### src/hw/rtl/sfms_pkg.sv
`timescale 1ns / 1ps

package sfms_pkg;

    // Field widths fixed by the interface.
    localparam int BYTE_W  = 8;
    localparam int INDEX_W = 16;

    // Item kinds on the input channel.
    typedef logic [1:0] kind_t;
    localparam kind_t KIND_APPEND = 2'd0;
    localparam kind_t KIND_TEXT   = 2'd1;
    localparam kind_t KIND_CLEAR  = 2'd2;

    // Commands from the controller to the datapath.
    typedef struct packed {
        logic accept;      // input transaction taken this cycle
        logic cmp_step;    // compare sequence is running
        logic cmp_finish;  // compare sequence ends this cycle
        logic load_out;    // move the pending result into the output register
    } sfms_cmd_t;

    // Status from the datapath to the controller.
    typedef struct packed {
        logic acc_cmp;      // accepted text byte needs a window compare
        logic acc_emit;     // accepted text byte gives a result directly
        logic cmp_done;     // all pattern bytes have been checked
        logic emit_needed;  // finished compare gives a result
        logic out_free;     // output register can take a result
    } sfms_status_t;

endpackage

### src/hw/rtl/substring_first_match_search.sv
`timescale 1ns / 1ps
// Appends, clears, ignored kinds and text bytes with no compare and no result leave s_ready high.
// A text byte that gives a result without a compare holds the input in ST_EMIT until its result
// is loaded into the output register. A text byte that needs a window compare holds the input
// through ST_CMP, then through ST_EMIT when it gives a result, reading one stored
// pattern byte per cycle in ST_CMP. Its result waits in ST_EMIT while m_ready stalls the output.
// aresetn is synchronous, active low, and empties the pattern and ends any search.

module substring_first_match_search
    import sfms_pkg::*;
#(
    parameter int PATTERN_MAX = 64,
    parameter int TEXT_MAX    = 65536
) (
    input  logic                aclk,
    input  logic                aresetn,
    input  logic                s_valid,
    output logic                s_ready,
    input  logic [1:0]          s_kind,
    input  logic [7:0]          s_byte_value,
    input  logic                s_last,
    input  logic [15:0]         s_start_index,
    output logic                m_valid,
    input  logic                m_ready,
    output logic                m_found,
    output logic [15:0]         m_match_index,
    output logic                m_pattern_overflow
);

    sfms_cmd_t    cmd;
    sfms_status_t status;

    // Sequencing of transactions and compare steps.
    sfms_ctrl u_ctrl (
        .aclk    (aclk),
        .aresetn (aresetn),
        .s_valid (s_valid),
        .s_ready (s_ready),
        .status  (status),
        .cmd     (cmd)
    );

    // Pattern store, text window, compare and output register.
    sfms_dp #(
        .PATTERN_MAX (PATTERN_MAX),
        .TEXT_MAX    (TEXT_MAX)
    ) u_dp (
        .aclk               (aclk),
        .aresetn            (aresetn),
        .cmd                (cmd),
        .status             (status),
        .s_kind             (kind_t'(s_kind)),
        .s_byte_value       (s_byte_value),
        .s_last             (s_last),
        .s_start_index      (s_start_index),
        .m_valid            (m_valid),
        .m_ready            (m_ready),
        .m_found            (m_found),
        .m_match_index      (m_match_index),
        .m_pattern_overflow (m_pattern_overflow)
    );

endmodule

### src/hw/rtl/sfms_ctrl.sv
`timescale 1ns / 1ps

module sfms_ctrl
    import sfms_pkg::*;
(
    input  logic         aclk,
    input  logic         aresetn,
    input  logic         s_valid,
    output logic         s_ready,
    input  sfms_status_t status,
    output sfms_cmd_t    cmd
);

    typedef enum logic [2:0] {
        ST_IDLE = 3'b001,
        ST_CMP  = 3'b010,
        ST_EMIT = 3'b100
    } state_t;

    state_t state_reg;
    state_t state_next;

    // New transactions are taken only while no search step is in flight.
    assign s_ready        = (state_reg == ST_IDLE);
    assign cmd.accept     = s_valid && (state_reg == ST_IDLE);
    assign cmd.cmp_step   = (state_reg == ST_CMP);
    assign cmd.cmp_finish = (state_reg == ST_CMP) && status.cmp_done;
    assign cmd.load_out   = (state_reg == ST_EMIT) && status.out_free;

    // Next-state logic.
    always_comb begin
        state_next = state_reg;
        case (state_reg)
            ST_IDLE: begin
                if (cmd.accept) begin
                    if (status.acc_cmp) begin
                        state_next = ST_CMP;
                    end else if (status.acc_emit) begin
                        state_next = ST_EMIT;
                    end
                end
            end
            ST_CMP: begin
                if (status.cmp_done) begin
                    state_next = status.emit_needed ? ST_EMIT : ST_IDLE;
                end
            end
            ST_EMIT: begin
                if (status.out_free) begin
                    state_next = ST_IDLE;
                end
            end
            default: begin
                state_next = ST_IDLE;
            end
        endcase
    end

    always_ff @(posedge aclk) begin
        if (!aresetn) begin
            state_reg <= ST_IDLE;
        end else begin
            state_reg <= state_next;
        end
    end

endmodule

### src/hw/rtl/sfms_dp.sv
`timescale 1ns / 1ps

module sfms_dp
    import sfms_pkg::*;
#(
    parameter int PATTERN_MAX = 64,
    parameter int TEXT_MAX    = 65536
) (
    input  logic                aclk,
    input  logic                aresetn,
    input  sfms_cmd_t           cmd,
    output sfms_status_t        status,
    input  kind_t               s_kind,
    input  logic [BYTE_W-1:0]   s_byte_value,
    input  logic                s_last,
    input  logic [INDEX_W-1:0]  s_start_index,
    output logic                m_valid,
    input  logic                m_ready,
    output logic                m_found,
    output logic [INDEX_W-1:0]  m_match_index,
    output logic                m_pattern_overflow
);

    localparam int PAW       = (PATTERN_MAX > 1) ? $clog2(PATTERN_MAX) : 1;
    localparam int CW        = $clog2(PATTERN_MAX + 1);
    localparam int WAW       = PAW;
    localparam int WIN_DEPTH = 1 << WAW;
    localparam int POSW      = $clog2(TEXT_MAX + 1);
    localparam int SW0       = (POSW > CW) ? POSW : CW;
    localparam int SW        = (SW0 > INDEX_W) ? SW0 : INDEX_W;

    // Pattern store and circular text window.
    logic [BYTE_W-1:0] pattern_mem [PATTERN_MAX];
    logic [BYTE_W-1:0] window_mem [WIN_DEPTH];

    // Control registers.
    logic [CW-1:0]      count_reg, count_next;
    logic               overflow_reg, overflow_next;
    logic [POSW-1:0]    pos_reg, pos_next;
    logic [INDEX_W-1:0] start_reg, start_next;
    logic               done_reg, done_next;
    logic [WAW-1:0]     wptr_reg, wptr_next;
    logic [CW-1:0]      idx_reg, idx_next;
    logic               chk_valid_reg, chk_valid_next;
    logic               mismatch_reg, mismatch_next;
    logic               m_valid_reg, m_valid_next;

    // Payload registers.
    logic [WAW-1:0]     base_reg, base_next;
    logic               last_reg, last_next;
    logic               res_found_reg, res_found_next;
    logic [INDEX_W-1:0] res_index_reg, res_index_next;
    logic [BYTE_W-1:0]  pat_rd_reg;
    logic [BYTE_W-1:0]  win_rd_reg;
    logic               m_found_reg;
    logic [INDEX_W-1:0] m_index_reg;
    logic               m_overflow_reg;

    // Decode of the accepted transaction.
    logic               is_append;
    logic               is_text;
    logic               is_clear;
    logic               pos_first;
    logic [INDEX_W-1:0] start_eff;
    logic               in_range;
    logic [SW-1:0]      pos_inc_ext;
    logic [SW-1:0]      cnt_ext;
    logic [SW-1:0]      cand_ext;
    logic               cmp_need;
    logic               empty_hit;
    logic               room;
    logic               issue;

    assign is_append = cmd.accept && (s_kind == KIND_APPEND);
    assign is_text   = cmd.accept && (s_kind == KIND_TEXT);
    assign is_clear  = cmd.accept && (s_kind == KIND_CLEAR);
    assign room      = (count_reg < CW'(PATTERN_MAX));

    // Candidate match start for the newest byte and its qualification.
    assign pos_first   = (pos_reg == '0);
    assign start_eff   = pos_first ? s_start_index : start_reg;
    assign in_range    = (SW'(pos_reg) < SW'(TEXT_MAX));
    assign pos_inc_ext = SW'(pos_reg) + SW'(1);
    assign cnt_ext     = SW'(count_reg);
    assign cand_ext    = pos_inc_ext - cnt_ext;
    assign cmp_need    = in_range && !done_reg && (count_reg != '0) &&
                         (pos_inc_ext >= cnt_ext) && (cand_ext >= SW'(start_eff));
    assign empty_hit   = in_range && !done_reg && (count_reg == '0) && pos_first;

    // One pattern byte is read per cycle during a compare.
    assign issue = cmd.cmp_step && (idx_reg < count_reg);

    assign status.acc_cmp     = is_text && cmp_need;
    assign status.acc_emit    = is_text && (empty_hit || (s_last && !done_reg && !cmp_need));
    assign status.cmp_done    = (idx_reg == count_reg) && !chk_valid_reg;
    assign status.emit_needed = !mismatch_reg || last_reg;
    assign status.out_free    = !m_valid_reg || m_ready;

    // Next-value logic for the search state.
    always_comb begin
        count_next     = count_reg;
        overflow_next  = overflow_reg;
        pos_next       = pos_reg;
        start_next     = start_reg;
        done_next      = done_reg;
        wptr_next      = wptr_reg;
        idx_next       = idx_reg;
        chk_valid_next = issue;
        mismatch_next  = mismatch_reg;
        base_next      = base_reg;
        last_next      = last_reg;
        res_found_next = res_found_reg;
        res_index_next = res_index_reg;
        m_valid_next   = m_valid_reg;

        // Pattern maintenance.
        if (is_append) begin
            if (room) begin
                count_next = count_reg + CW'(1);
            end else begin
                overflow_next = 1'b1;
            end
        end
        if (is_clear) begin
            count_next    = '0;
            overflow_next = 1'b0;
        end

        // Text byte: shift into the window and set up any compare.
        if (is_text) begin
            last_next      = s_last;
            base_next      = wptr_reg - WAW'(count_reg) + WAW'(1);
            idx_next       = '0;
            mismatch_next  = 1'b0;
            res_found_next = empty_hit;
            res_index_next = cmp_need ? cand_ext[INDEX_W-1:0] : '0;
            if (pos_first) begin
                start_next = s_start_index;
            end
            if (in_range) begin
                wptr_next = wptr_reg + WAW'(1);
                pos_next  = POSW'(pos_inc_ext);
            end
            if (empty_hit) begin
                done_next = 1'b1;
            end
            if (s_last && !cmp_need) begin
                pos_next   = '0;
                start_next = '0;
                done_next  = 1'b0;
                wptr_next  = '0;
            end
        end

        // Compare sequence.
        if (issue) begin
            idx_next = idx_reg + CW'(1);
        end
        if (chk_valid_reg && (pat_rd_reg != win_rd_reg)) begin
            mismatch_next = 1'b1;
        end
        if (cmd.cmp_finish) begin
            res_found_next = !mismatch_reg;
            if (!mismatch_reg) begin
                done_next = 1'b1;
            end
            if (last_reg) begin
                pos_next   = '0;
                start_next = '0;
                done_next  = 1'b0;
                wptr_next  = '0;
            end
        end

        // Output register handshake.
        if (cmd.load_out) begin
            m_valid_next = 1'b1;
        end else if (m_ready) begin
            m_valid_next = 1'b0;
        end
    end

    always_ff @(posedge aclk) begin
        if (!aresetn) begin
            count_reg     <= '0;
            overflow_reg  <= 1'b0;
            pos_reg       <= '0;
            start_reg     <= '0;
            done_reg      <= 1'b0;
            wptr_reg      <= '0;
            idx_reg       <= '0;
            chk_valid_reg <= 1'b0;
            mismatch_reg  <= 1'b0;
            m_valid_reg   <= 1'b0;
        end else begin
            count_reg     <= count_next;
            overflow_reg  <= overflow_next;
            pos_reg       <= pos_next;
            start_reg     <= start_next;
            done_reg      <= done_next;
            wptr_reg      <= wptr_next;
            idx_reg       <= idx_next;
            chk_valid_reg <= chk_valid_next;
            mismatch_reg  <= mismatch_next;
            m_valid_reg   <= m_valid_next;
        end
    end

    // Payload registers.
    always_ff @(posedge aclk) begin
        base_reg      <= base_next;
        last_reg      <= last_next;
        res_found_reg <= res_found_next;
        res_index_reg <= res_index_next;
        if (cmd.load_out) begin
            m_found_reg    <= res_found_reg;
            m_index_reg    <= res_found_reg ? res_index_reg : '0;
            m_overflow_reg <= overflow_reg;
        end
    end

    // Pattern memory: append write, registered compare read.
    always_ff @(posedge aclk) begin
        if (is_append && room) begin
            pattern_mem[count_reg[PAW-1:0]] <= s_byte_value;
        end
        if (issue) begin
            pat_rd_reg <= pattern_mem[idx_reg[PAW-1:0]];
        end
    end

    // Window memory: newest byte at the write pointer, read from the match start.
    always_ff @(posedge aclk) begin
        if (is_text && in_range) begin
            window_mem[wptr_reg] <= s_byte_value;
        end
        if (issue) begin
            win_rd_reg <= window_mem[base_reg + idx_reg[WAW-1:0]];
        end
    end

    assign m_valid            = m_valid_reg;
    assign m_found            = m_found_reg;
    assign m_match_index      = m_index_reg;
    assign m_pattern_overflow = m_overflow_reg;

endmodule

### config.mk
export PLATFORM = sky130hd
export DESIGN_NAME = substring_first_match_search
export DESIGN_NICKNAME = d
export VERILOG_FILES = /design/src/hw/rtl/sfms_pkg.sv /design/src/hw/rtl/substring_first_match_search.sv /design/src/hw/rtl/sfms_ctrl.sv /design/src/hw/rtl/sfms_dp.sv
export SDC_FILE = /design/constraint.sdc
export NUM_CORES = 1
export LEC_CHECK = 0
export ABC_AREA = 1
export BUFFER_PORTS_ARGS = -buffer_cell sky130_fd_sc_hd__buf_4
export CAP_MARGIN = 5
export CORE_UTILIZATION = 50
export DETAILED_ROUTE_END_ITERATION = 16
export GPL_ROUTABILITY_DRIVEN = 0
export PLACE_DENSITY = 0.62
export SLEW_MARGIN = 20
export SYNTH_ARGS = -nofsm -noshare
export SYNTH_HDL_FRONTEND = slang
export SYNTH_SLANG_ARGS = --single-unit
### constraint.sdc
create_clock -name aclk -period 4.55 [get_ports aclk]
set_input_delay 0 -clock aclk [delete_from_list [all_inputs] [get_ports aclk]]
set_output_delay 0 -clock aclk [all_outputs]
set_load 0.05 [all_outputs]
==> flow_metrics.tcl, run 1 <==
set metrics [dict create \
    cts_tree "yes" \
    port_buffers 50 \
    synthFlopType "edfxtp_1" \
    clkLatencyLatePin_ns 0.71 \
    max_freq_mhz 240 \
    hold_class "in2reg" \
    core_mm2 0.0939 \
    cts-root-buf "clkbuf_16" \
    die_height_um 311 \
    top_usage_layer "met2" \
    boundaryPins 51 \
    cp_data_required_time_ns 5.16 \
    finalSetupViolations 0 \
    r2r_start "u_dp.pos_reg[0]$_SDFF_PN0_" \
    grt.total_usage_pct 25.1 \
    grt_antenna_before_repair 0 \
    post-cts-setup-buffers 0 \
    crit_path_frequent_cell "a21oi_1" \
    wl_mm 122 \
    tns_ns 0 \
    use_met2_pct 38.8 \
    clkTransAtPathRegs_ns 0.07 \
    drive_gt1_share_pct 10.5 \
    crit_start "u_dp.pos_reg[0]$_SDFF_PN0_" \
    cp_max_fo 14 \
    rows 112 \
    synth_seq_cells 1143 \
    worstPathArrival_ns 4.78 \
    holdWs_ns 0.0348 \
    critPathSlowestCell "dfxtp_1" \
    areaGrowthSynthToFinish_pct 13.2 \
    viasPerCell 5.88 \
    outcome "completed" \
    startpoint_type "flop" \
    min_period_over_period_pct 91.7 \
    ys.warnings.count 0 \
    dieArea_mm2 0.0965 \
    power.total_mw 23.0 \
    fillers 7768 \
    synthesis.area_per_instance_um2 12.4 \
    yosys.area.top_type "edfxtp_1" \
    grt_use_met3_pct 3.43 \
    crit_buf_inv 3 \
    met1_usage_pct 37.3 \
    synth-edff-count 1082 \
    ir_worst_vdd_v 0.000386 \
    ant_nets 0 \
    slew_headroom_pct 25.3 \
    skew_ns 0.0246 \
    grt_overflow 0 \
    critPathKind "reg2reg" \
    cp_slowest_stage_delay_ns 0.41 \
    cts_inserted_buffers 116 \
    slew_violations 0 \
    cts_max_level 3 \
    grt_max_degree 158 \
    dr.first_iter.drc_count 3415 \
    synthDistinctLibCells 58 \
    drv_cap 0 \
    initial_utilization_pct 50.7 \
    drtPass1Iterations 8 \
    synthTopCellsByCount "1082 x edfxtp_1, 850 x nor2_1, 466 x o21ai_0, 250 x nand2_1, 196 x clkbuf_1" \
    crit_path_end_kind "flop" \
    post_drt_wl_per_cell_um 23.1 \
    hold_violations 0 \
    ys_async_sr_fraction_pct 0 \
    grt_first_pass_wirelength_mm 185 \
    synth_cells 3848 \
    synth_seq_area_share_pct 70.8 \
    drc 0 \
    p_per_area_mw_per_mm2 426 \
    tightest_slew_ns 1.11 \
    hold_start "s_byte_value[1]" \
    post-route-util_pct 57.4 \
    min_period_ns 4.17 \
    grt_pass1_vias 29600 \
    synthesis.nets 3933 \
    yosysTopAreaCellShare_pct 68.2 \
    syn_area_mm2 0.0476 \
    die_w_um 311 \
    dp_hpwl_mm 71.3 \
    final_cells 5301 \
    clock_path_buffers 3 \
    synth.area.top_cells "edfxtp_1 68%, nor2_1 6.7%, o21ai_0 4.9%" \
    diodes 0 \
    cts_num_sinks 1143 \
    power_leakage_nw 18.4 \
    crit_family "simple AND/OR/NAND/NOR gates" \
    vias 31200 \
    fin_nets 4032 \
    dp.cells 5051 \
    yosysMostFrequentCell "edfxtp_1" \
]
-- power by group --
part	leakage, nW	switching (mW)	internal [mW]	total [mW]
clock	1.78	4.03	5.17	9.20
combinational	6.43	1.46	0.671	2.13
sequential	10.2	0.0524	11.6	11.7
-- cell usage in the layout, fill, tap and decap left out, drive strengths merged, types with 23 or more instances in the layout --
master and n:
o21ai 467, inv 146, nor2 861, o221ai 83, edfxtp 1082, mux2i 79, o32ai 72, nor3 23
buf 181, nand2 260, a21oi 47, o22ai 133, dlygate4sd3 32, nand3 113, ha 51, xor2 23
clkinv 61, clkbuf 147, dfxtp 61
-- metrics by stage --
stage | instance area, um2 | setup WS (ns)
finish | 53900 | 0.376
global route | 53900 | -0.0210
CTS | 53900 | 0.244
detailed placement | 49900 | 0.263
global placement | 49900 | 0.380
floorplan | 47600 | 0.854
-- cell type report --
cell class,instances,area [um2],area share (%)
sequential,1143,33700,62.5
tap,1254,1570,2.91
timing repair buffer,213,1850,3.42
inverter,148,567,1.05
clock buffer,147,3070,5.69
multi-input combinational,2325,12600,23.3
clock inverter,71,599,1.11
-- cell families after synthesis --
logic type / Yosys count / share of synthesized area, %
flip-flops: 1143 / 70.8
buffers and inverters: 380 / 3.09
AND/OR/NAND/NOR: 1292 / 11.1
AO/OA/AOI/OAI: 867 / 11.3
adder cells (fa/ha/maj): 54 / 1.47
multiplexers: 79 / 1.66
XOR/XNOR: 33 / 0.622
-- worst paths after layout --
path                            cells past startpoint  slack (ns)                               end
worst max register to register                     25        0.38       u_dp.wptr_reg[0]$_SDFF_PN0_
worst min-delay path                                1        0.03  u_dp.window_mem[13][1]$_DFFE_PP_
worst max-delay path                               25        0.38       u_dp.wptr_reg[0]$_SDFF_PN0_
worst min register to register                      2        0.47      u_dp.start_reg[0]$_SDFF_PN0_
-- per-layer routing --
| layer | up-vias | wire length, um |
|---|---|---|
| met4 | 0 | 2890 |
| met2 | 1177 | 56500 |
| li1 | 14300 | - |
| met1 | 15500 | 54200 |
| met3 | 192 | 8850 |
| met5 | - | 0 |
-- repair_timing --
action / CTS / global route
hold buffers: 31 / 1
resized for setup: 0 / 8
endpoints found under the setup margin: 0 / 56
hold endpoints to repair: 248 / 90
No activity file was read; power rests on OpenSTA's default activity.
==> inputs of run 2 (changes only) <==
Settings changed: CELL_PAD_IN_SITES_DETAIL_PLACEMENT set to 2, CELL_PAD_IN_SITES_GLOBAL_PLACEMENT set to 2, CORE_ASPECT_RATIO set to 1.2, CORE_UTILIZATION 50 to 45, PLACE_DENSITY 0.62 to 0.77.
==> flow_metrics.tcl, run 2 (same netlist as run 1, synthesis figures left out) <==
set metrics [dict create \
    clkTransAtPathRegs_ns 0.07 \
    p_per_area_mw_per_mm2 445 \
    critPathKind "reg2reg" \
    holdPathStages 2 \
    clock_path_buffers 3 \
    drtPass1Iterations 6 \
    clkLatencyLatePin_ns 0.77 \
    crit_path_end_kind "flop" \
    min_to "u_dp.last_reg$_DFFE_PP_" \
    vias 34100 \
    cts_max_level 3 \
    stdcell_area_mm2 0.0550 \
    cts_tree "yes" \
    outcome "completed" \
    ir_worst_vdd_v 0.000366 \
    startpoint_type "flop" \
    grt_max_degree 163 \
    post_drt_wl_per_cell_um 32.0 \
    dieArea_mm2 0.107 \
    final_common_cell "edfxtp_1" \
    rsz0062_at_grt "yes" \
    grt_pass1_vias 37500 \
    areaGrowthSynthToFinish_pct 15.4 \
    critPathSlowestCell "nor2_1" \
    drv_cap 0 \
    min_period_over_period_pct 98.0 \
    die_height_um 358 \
    cts_inserted_buffers 116 \
    r2r_start "u_ctrl.state_reg[0]$_SDFFE_PN1P_" \
    final_cells 5501 \
    worstSetupPathDepth 13 \
    skew_ns 0.0565 \
    reg2reg_to "u_dp.window_mem[54][7]$_DFFE_PP_" \
    boundaryPins 51 \
    r2r_slack_ns 0.09 \
    crit_start "u_ctrl.state_reg[0]$_SDFFE_PN1P_" \
    post-cts-setup-buffers 0 \
    hold_class "in2reg" \
    crit_buf_inv 6 \
    finalSetupViolations 0 \
    tightest_slew_ns 1.23 \
    path_cells "inv_1 > nor3_4 > buf_4 > nand2_1 > nor3_4 > dlygate4sd3_1 > inv_2 > nor2_1 > inv_2 > nor2_2 > nand2_1 > nor2_1 > buf_4" \
    viasPerCell 6.19 \
    slew_violations 0 \
    grt_antenna_before_repair 0 \
    hold_start "s_last" \
    power_leakage_nw 19.0 \
    reg2reg_depth 13 \
    min_period_ns 4.46 \
    fin_nets 4105 \
    slew_headroom_pct 18.0 \
    drc 0 \
    grt_first_pass_wirelength_mm 257 \
    crit_family "simple AND/OR/NAND/NOR gates" \
    initial_utilization_pct 45.5 \
    hold_violations 0 \
    port_buffers 50 \
    grt.total_usage_pct 32.7 \
    final_cell_mix "1082 x edfxtp_1, 846 x nor2_1, 465 x o21ai_0" \
    cp_max_fo 24 \
    diodes 0 \
    dp_hpwl_mm 103 \
    core_mm2 0.105 \
    wl_mm 176 \
    dr.first_iter.drc_count 2796 \
    cts_num_sinks 1143 \
    ant_nets 0 \
    die_w_um 299 \
    cp_data_required_time_ns 5.03 \
    max_freq_mhz 224 \
    cts-root-buf "clkbuf_16" \
    grt_overflow 0 \
    rows 130 \
    cp_slowest_stage_delay_ns 0.63 \
    worstPathArrival_ns 4.94 \
    placed_cell_area_mm2 0.0506 \
    drive_gt1_share_pct 12.7 \
    dp.cells 5255 \
]
run 2: cell types whose count changed in the layout (fill, tap and decap cells not counted), moves of 4 or more:
cell,delta
clkinvlp_4,+4
clkinv_1,-11
bufinv_16,+14
dfxtp_1,-4
dfxtp_2,+4
xor2_2,+4
clkbuf_1,-8
xor2_1,-4
buf_4,+72
clkbuf_8,-5
run 2: power by group:
group          total (mW)  internal (mW)  switching (mW)
Sequential           11.7           11.6          0.0628
Clock                10.4           5.96            4.42
Combinational        2.43          0.720            1.71
Total                24.5           18.3            6.19
run 2: worst max path at each step:
stage                                                   to  slack [ns]
after floorplan                u_dp.pos_reg[10]$_SDFF_PN0_        0.85
after global placement         u_dp.pos_reg[16]$_SDFF_PN0_        0.24
after detailed placement  u_ctrl.state_reg[0]$_SDFFE_PN1P_        0.12
after CTS                 u_ctrl.state_reg[0]$_SDFFE_PN1P_        0.06
after global routing      u_ctrl.state_reg[0]$_SDFFE_PN1P_       -0.07
final                     u_dp.window_mem[54][7]$_DFFE_PP_        0.09
run 2: timing repair:
action                     CTS  global route
hold buffers                31             2
resized for setup            0            22
setup endpoints to repair    0            72
hold endpoints to repair   370           165
run 2: final cells by class:
class,count,area [um2]
fillers,9937,49700
multi-input cells,2325,12600
flip-flops and latches,1143,33700
clock inverters,76,948
inverters,148,567
repair buffers,286,2380
well taps,1386,1730
clock buffers,137,3050
run 2: metal layers:
layer,vias up,GRT usage [%],wire length [um]
met5,-,0,0
met4,0,15.6,8470
met3,416,3.92,8770
met2,1249,58.8,91800
met1,17900,38.9,66800
li1,14500,-,-
run 2: per-stage QoR:
| step | setup WS, ns | utilization [%] | setup TNS (ns) | total power, mW | hold WS [ns] |
|---|---|---|---|---|---|
| after floorplan | 0.854 | - | 0 | 13.2 | 0.0989 |
| after global placement | 0.241 | 48.3 | 0 | 14.1 | 0.271 |
| after detailed placement | 0.120 | 48.3 | 0 | 14.2 | 0.264 |
| after CTS | 0.0620 | 52.4 | 0 | 24.5 | 0.0330 |
| after global routing | -0.0651 | 52.5 | -0.507 | 25.1 | 0.0905 |
| final | 0.0896 | 52.5 | 0 | 24.5 | 0.0959 |
